$ cat src/hw/rtl/ugbp_pkg.sv
`timescale 1ns / 1ps
// ----------------------------------------------------------------------------
// ugbp_pkg
// Shared types and constants of the uniform grid broad phase.
// ----------------------------------------------------------------------------
package ugbp_pkg;

	typedef enum logic [1:0] {
		REQ_CLEAR  = 2'd0,
		REQ_INSERT = 2'd1,
		REQ_QCELL  = 2'd2,
		REQ_QNEAR  = 2'd3
	} req_t;

	localparam logic [2:0] CFG_WMIN_X = 3'd0;
	localparam logic [2:0] CFG_WMAX_X = 3'd1;
	localparam logic [2:0] CFG_WMIN_Z = 3'd2;
	localparam logic [2:0] CFG_WMAX_Z = 3'd3;
	localparam logic [2:0] CFG_CHUNK  = 3'd4;

	localparam logic [31:0] WMIN_RST  = 32'h0000_0000;
	localparam logic [31:0] WMAX_RST  = 32'h0400_0000;
	localparam logic [30:0] CHUNK_RST = 31'h0040_0000;

	// signed cell coordinate width; holds -15..127 for grids up to 64 cells
	localparam int CW     = 8;
	localparam int IDX_W  = 6;
	localparam int SAT_LO = -8;
	localparam int SAT_HI = 120;
	localparam int DIV_STEPS = 33;

	typedef struct packed {
		logic accept;
		logic div_start;
		logic div_next;
		logic post;
		logic sweep_step;
		logic rd;
		logic ins_wr;
		logic scan_load;
		logic scan_step;
		logic loop_next;
		logic final_push;
	} cmd_t;

	typedef struct packed {
		req_t req;
		logic in_refuse;
		logic div_done;
		logic div_last;
		logic sweep_last;
		logic loop_empty;
		logic in_grid;
		logic scan_empty;
		logic out_free;
		logic pend_v;
		logic loop_last;
	} sts_t;

	// squeeze a wide quotient into the small cell coordinate range
	function automatic logic signed [CW-1:0] sat_cell(input logic signed [34:0] v);
		logic signed [CW-1:0] r;
		if (v < SAT_LO)
			r = CW'(SAT_LO);
		else if (v > SAT_HI)
			r = CW'(SAT_HI);
		else
			r = v[CW-1:0];
		return r;
	endfunction

endpackage

$ cat src/hw/rtl/ugbp_ctrl.sv
`timescale 1ns / 1ps
// ----------------------------------------------------------------------------
// ugbp_ctrl
// Sequencer: divisions, memory sweep, cell walk, bit scan and final word.
// ----------------------------------------------------------------------------
module ugbp_ctrl (
	input  logic           clk,
	input  logic           arst_n,
	input  logic           in_valid,
	output logic           in_ready,
	input  ugbp_pkg::sts_t sts,
	output ugbp_pkg::cmd_t cmd
);

	typedef enum logic [10:0] {
		S_INIT  = 11'b000_0000_0001,
		S_IDLE  = 11'b000_0000_0010,
		S_DIVGO = 11'b000_0000_0100,
		S_DIVW  = 11'b000_0000_1000,
		S_POST  = 11'b000_0001_0000,
		S_SWEEP = 11'b000_0010_0000,
		S_RD    = 11'b000_0100_0000,
		S_USE   = 11'b000_1000_0000,
		S_SCAN  = 11'b001_0000_0000,
		S_NEXT  = 11'b010_0000_0000,
		S_FINAL = 11'b100_0000_0000
	} state_t;

	state_t state_q, state_d;

	always_comb begin
		state_d  = state_q;
		cmd      = '0;
		in_ready = 1'b0;
		unique case (state_q)
			S_INIT: begin
				cmd.sweep_step = 1'b1;
				if (sts.sweep_last)
					state_d = S_IDLE;
			end
			S_IDLE: begin
				in_ready = 1'b1;
				if (in_valid) begin
					cmd.accept = 1'b1;
					state_d    = sts.in_refuse ? S_FINAL : S_DIVGO;
				end
			end
			S_DIVGO: begin
				cmd.div_start = 1'b1;
				state_d       = S_DIVW;
			end
			S_DIVW: begin
				if (sts.div_done) begin
					cmd.div_next = 1'b1;
					state_d      = sts.div_last ? S_POST : S_DIVGO;
				end
			end
			S_POST: begin
				cmd.post = 1'b1;
				if (sts.req == ugbp_pkg::REQ_CLEAR)
					state_d = S_SWEEP;
				else if (sts.req == ugbp_pkg::REQ_INSERT && sts.loop_empty)
					state_d = S_FINAL;
				else
					state_d = S_RD;
			end
			S_SWEEP: begin
				cmd.sweep_step = 1'b1;
				if (sts.sweep_last)
					state_d = S_FINAL;
			end
			S_RD: begin
				if (sts.in_grid) begin
					cmd.rd  = 1'b1;
					state_d = S_USE;
				end else begin
					state_d = S_NEXT;
				end
			end
			S_USE: begin
				if (sts.req == ugbp_pkg::REQ_INSERT) begin
					cmd.ins_wr = 1'b1;
					state_d    = S_NEXT;
				end else begin
					cmd.scan_load = 1'b1;
					state_d       = S_SCAN;
				end
			end
			S_SCAN: begin
				if (sts.scan_empty)
					state_d = S_NEXT;
				else if (!sts.pend_v || sts.out_free)
					cmd.scan_step = 1'b1;
			end
			S_NEXT: begin
				cmd.loop_next = 1'b1;
				state_d       = sts.loop_last ? S_FINAL : S_RD;
			end
			S_FINAL: begin
				if (sts.out_free) begin
					cmd.final_push = 1'b1;
					state_d        = S_IDLE;
				end
			end
			default: state_d = S_IDLE;
		endcase
	end

	always_ff @(posedge clk or negedge arst_n) begin
		if (!arst_n)
			state_q <= S_INIT;
		else
			state_q <= state_d;
	end

	// a new word is only taken while nothing is in flight
	a_accept_idle: assert property (@(posedge clk) disable iff (!arst_n)
		cmd.accept |-> state_q == S_IDLE)
		else $error("accept outside idle");

	a_final_free: assert property (@(posedge clk) disable iff (!arst_n)
		cmd.final_push |-> sts.out_free)
		else $error("final word pushed into full output");

	a_scan_safe: assert property (@(posedge clk) disable iff (!arst_n)
		cmd.scan_step && sts.pend_v |-> sts.out_free)
		else $error("pending word overwritten");

endmodule

$ cat config.mk
export PLATFORM = sky130hd
export DESIGN_NAME = ugbp_ctrl
export DESIGN_NICKNAME = d
export VERILOG_FILES = /design/src/hw/rtl/ugbp_pkg.sv /design/src/hw/rtl/ugbp_ctrl.sv
export SDC_FILE = /design/constraint.sdc
export NUM_CORES = 1
export LEC_CHECK = 0
export BUFFER_PORTS_ARGS = -buffer_cell sky130_fd_sc_hd__clkbuf_2
export CORE_ASPECT_RATIO = 0.9
export CORE_MARGIN = 2
export CORE_UTILIZATION = 40
export DETAILED_ROUTE_END_ITERATION = 6
export SKIP_LAST_GASP = 1
export SYNTH_ARGS = -nofsm -noshare
export SYNTH_HDL_FRONTEND = slang
export SYNTH_SLANG_ARGS = --single-unit
$ cat constraint.sdc
create_clock -name clk -period 2.79 [get_ports clk]
set_input_delay 0.558 -clock clk [delete_from_list [all_inputs] [get_ports clk]]
set_output_delay 0.558 -clock clk [all_outputs]
set_load 0.05 [all_outputs]
; ---- Word level (Yosys, flattened, before mapping)
; Index checks and enable logic that the tools add are counted.
[totals]
inputBits = 15
word_cells = 58
ff_bits = 11
output_inout_bits = 12
[op_classes]
mux = 33
n_eq_ne = 18
reduce_logical = 6
[op_table]
columns = op, n
row1 = $pmux 11 s11, 1
row2 = $mux 11, 10
row3 = $mux 10, 2
row4 = $mux 1, 18
row5 = $ne 2x2->1 const B, 6
row6 = $eq 11x1->1 const B, 1
row7 = $eq 11x10->1 const B, 1
row8 = $eq 11x11->1 const B, 1
row9 = $eq 11x2->1 const B, 1
row10 = $eq 11x3->1 const B, 1
row11 = $eq 11x4->1 const B, 1
row12 = $eq 11x5->1 const B, 1
row13 = $eq 11x6->1 const B, 1
row14 = $eq 11x7->1 const B, 1
row15 = $eq 11x8->1 const B, 1
row16 = $eq 11x9->1 const B, 1
row17 = $reduce_and 6->1, 1
row18 = $mux 5, 1
row19 = $eq 2x1->1 const B, 1
row20 = $logic_not 2->1, 1
row21 = $mux 2, 1
row22 = $reduce_or 2->1, 1
row23 = $logic_and 1x1->1, 1
row24 = $logic_not 1->1, 1
row25 = $logic_or 1x1->1, 1

; ---- Longest topological paths before layout
[depth]
ltp_word = 5
depth_mapped = 6
ltp_nobuf = 5

; ---- Worst setup path before layout
; Ideal clock, no wire load.
[synth_path]
path_type = register to output
start = register state_q[1]
end = output cmd[4] (netlist bit)
t_required_ps = 2232
arrival_time_ps = 2581
stages_incl_launch_ff = 7
n_path_buf = 1
path_slack_ps = -349
cell_sequence = dfrtp_1 buf_2 or3_1 nand2b_1 nor3_2 nand3b_1 nor3b_1
[synth_lines]
columns = element, line
row1 = start: declaration, ugbp_ctrl.sv:29  ; state_t state_q, state_d;
row2 = start signal: assignment, ugbp_ctrl.sv:113  ; state_q <= state_d;
row3 = end: declaration, ugbp_ctrl.sv:12  ; output ugbp_pkg::cmd_t cmd

==> out/summary.txt <==
Skew-Pair Late Insertion Delay: 0.27 ns
Post-layout util: 52.7%
Share of cells above drive strength 1: 43.6%
Vias in the first global route: 774
DR WL/cell: 14.2 µm
Core Area: 0.00220 mm²
Net Sw Power: 0.381 mW
GPL Wtd Cong: 0.816
Synth warn: 0
Final setup fails: 0
Wire length of the first global-routing pass: 3580 µm
Reg with most FFs: state_q
Post-synthesis compound-gate area fraction: 14.4%
Num CTS Buffers: 3
Met1 Use GR: 25.2%
Worst-case vdd ir drop: 0.520 mV
Critical setup path kind: flop to primary output
Busiest grt layer: met2
Max reg flops: 11
Maximum clock frequency: 376 MHz
Number of diodes: 0
Final setup margin: 0.131 ns
EDFF count, synth: 0
Combinational Power Share: 56.5%
Commonest cells post-synth: dfrtp_1 (10), nor2_1 (10), inv_1 (7), buf_2 (5), nor3_1 (5)
Xor/xnor share of the synthesized area: 2.80%
Max-Cap Viols: 0
Clk pin slew, worst setup/hold paths: 0.07 ns
Hold_buf cts: 0
Worst Tran Pin Value: 0.517 ns
Top-Level Pins: 27
Syn avg cell area: 8.76 µm²
Final critical-path required period: 2.66 ns
Mux share of post-synthesis cell area: 0%
Synth Area in Simple Gates: 45.4%
P_int: 0.420 mW
Asr flop ratio synth: 100%
Mapped Area: 937 µm²
Post-synth top area share: 26.7%
Dpl cell area: 0.00108 mm²
Main combinational cell family by area after synthesis: simple AND/OR/NAND/NOR gates
Antenna violations before repair: 0
Synth top area cells: dfrtp_1 (27%), nor4_4 (6.8%), nor2_1 (4.0%)
Mapped Cells: 107
DRT Pass-1 Iters: 4
CP Capture Point: cmd[2]
Clock root cell: clkbuf_4
Critical-path maximum fanout: 6
Switching share of power: 47.5%
M3 GR Usage: 6.97%
Remaining antenna violation count: 0
Vias per Instance: 5.66
Routed wire length: 2270 µm
Chip height: 49.9 µm
Met2 GRT Util: 27.6%
Leakage power: 0.552 nW
Cell row count: 16
CP arrival: 2.10 ns
Post-Synth Adder-Cell Area: 0%
Initial Utilization: 42.6%
CP Data Required Time: 2.23 ns
Yosys cell types: 46
Clock Tree Buf Depth: 2
Worst slew margin: 65.2%
GR Util All Layers: 18.4%
Fin Setup TNS: 0 ns
Die Span X: 55.0 µm
R2R depth: 5
RR Endpoint: state_q[10]
Clk network pwr share: 13.6%
CTS HTree Levels: 1
Final net count: 149
CP startpoint: state_q[7]
Worst hold path class: input pin to asynchronous set/reset pin
CTS sink count: 11
PwrDens: 690 mW/mm²
Final Max Tran Viols: 0
Post-synthesis register bit count: 11
Port-buffer cells: 26
GRT overflow: 0
Fin Clk Skew: 0.00678 ns
RSZ-0062 raised after global routing: true
Ys flop type: dfrtp_1
DR DRC count: 0
Crit path launch type: flop
Dominant cell type by area after synthesis: dfrtp_1
R2R setup slack: 0.89 ns
Die ar.: 0.00275 mm²
Drt initial violations: 26
Tcrit/Tclk final: 95.3%
Via count: 906
Mapped Nets: 122
DP Wirelength: 1790 µm
Sequential share of the synthesized area: 29.5%
Seq pwr share: 29.9%
P&R area growth vs syn: 23.9%
Fillers: 213
Largest regs: state_q x11
Post-route cell area: 0.00116 mm²
Largest net degree at the start of global routing: 12
Status: finished clean
Pre-CTS setup slack: 0.185 ns
Crit. End Element: primary output
Final Hold Fails: 0
CTS tree: done
Reg-to-reg startpoint: state_q[7]
==> layer usage <==
metal	vias up	part of all wire [%]	routed length, µm
li1	451	-	-
met1	428	49	1110
met2	23	45	1030
met3	4	5.0	113
met4	0	0.92	21
met5	-	0	0
==> per-stage QoR <==
stage / std cells / power [mW] / hold WS (ns)
2_1_floorplan: 107 / 0.572 / 0.262
3_3_place_gp: 153 / 0.653 / 0.457
3_5_place_dp: 153 / 0.655 / 0.457
4_1_cts: 157 / 0.770 / 0.159
5_1_grt: 160 / 0.864 / 0.159
6_report: 160 / 0.801 / 0.153
==> cell families (layout without fill, tap and decap cells) <==
family	Yosys count	count (layout)
simple gates	60	60
compound gates	18	18
buf+inv	15	41
flops	11	11
xor+xnor	3	3
==> layout make-up <==
type | instances | area, µm² | share of cell area, %
multi-input cells | 81 | 624 | 53.8
flip-flops and latches | 11 | 284 | 24.5
repair buffers | 30 | 166 | 14.3
well taps | 27 | 33.8 | 2.91
clock buffers | 4 | 26.3 | 2.26
inverters | 7 | 26.3 | 2.26
==> critical path, cell delays in order (launching register included) <==
cell     delay (ns)
dfrtp_2        0.45
nor4_4         0.34
nand2_2        0.15
or4_4          0.54
a21oi_1        0.14
buf_4          0.21
==> worst min-delay path by stage <==
stage	slack (ns)	end	start	cells past startpoint
floorplan	0.26	state_q[10]	arst_n	0
finish	0.15	state_q[3]	arst_n	1
detailed placement	0.46	state_q[10]	arst_n	1
CTS	0.16	state_q[3]	arst_n	1
global placement	0.46	state_q[10]	arst_n	1
global route	0.16	state_q[3]	arst_n	1
==> placed cells by master (no fill, tap or decap), types with 2 or more instances in the layout <==
cell type   n
a21oi_1     3
nor4_2      2
xor2_1      2
buf_2       3
or2_2       2
and2_1      3
clkbuf_4    3
nand3b_1    2
nor4_1      2
and4b_1     2
clkbuf_2   22
nor4b_1     2
dfrtp_1     4
dfrtp_2     6
buf_4       4
nor4_4      3
nor2_1     10
nand2_1     4
and3_1      2
o21ai_0     3
inv_1       7
or4_4       3
nor3_1      5
nand2b_1    3
a21o_1      2
nor2b_1     3
==> power by group through the flow <==
stage / clock (mW) / combinational [mW] / sequential (mW)
floorplan: 0 / 0.385 / 0.187
global placement: 0 / 0.415 / 0.238
detailed placement: 0 / 0.417 / 0.238
CTS: 0.114 / 0.418 / 0.237
global route: 0.126 / 0.494 / 0.244
finish: 0.109 / 0.452 / 0.239
==> what timing repair did <==
action	CTS	global route
endpoints found under the setup margin	3	6
gates resized for setup	3	15
setup buffers	0	3
pin swaps	0	2
(Power assumes the default switching activity.)
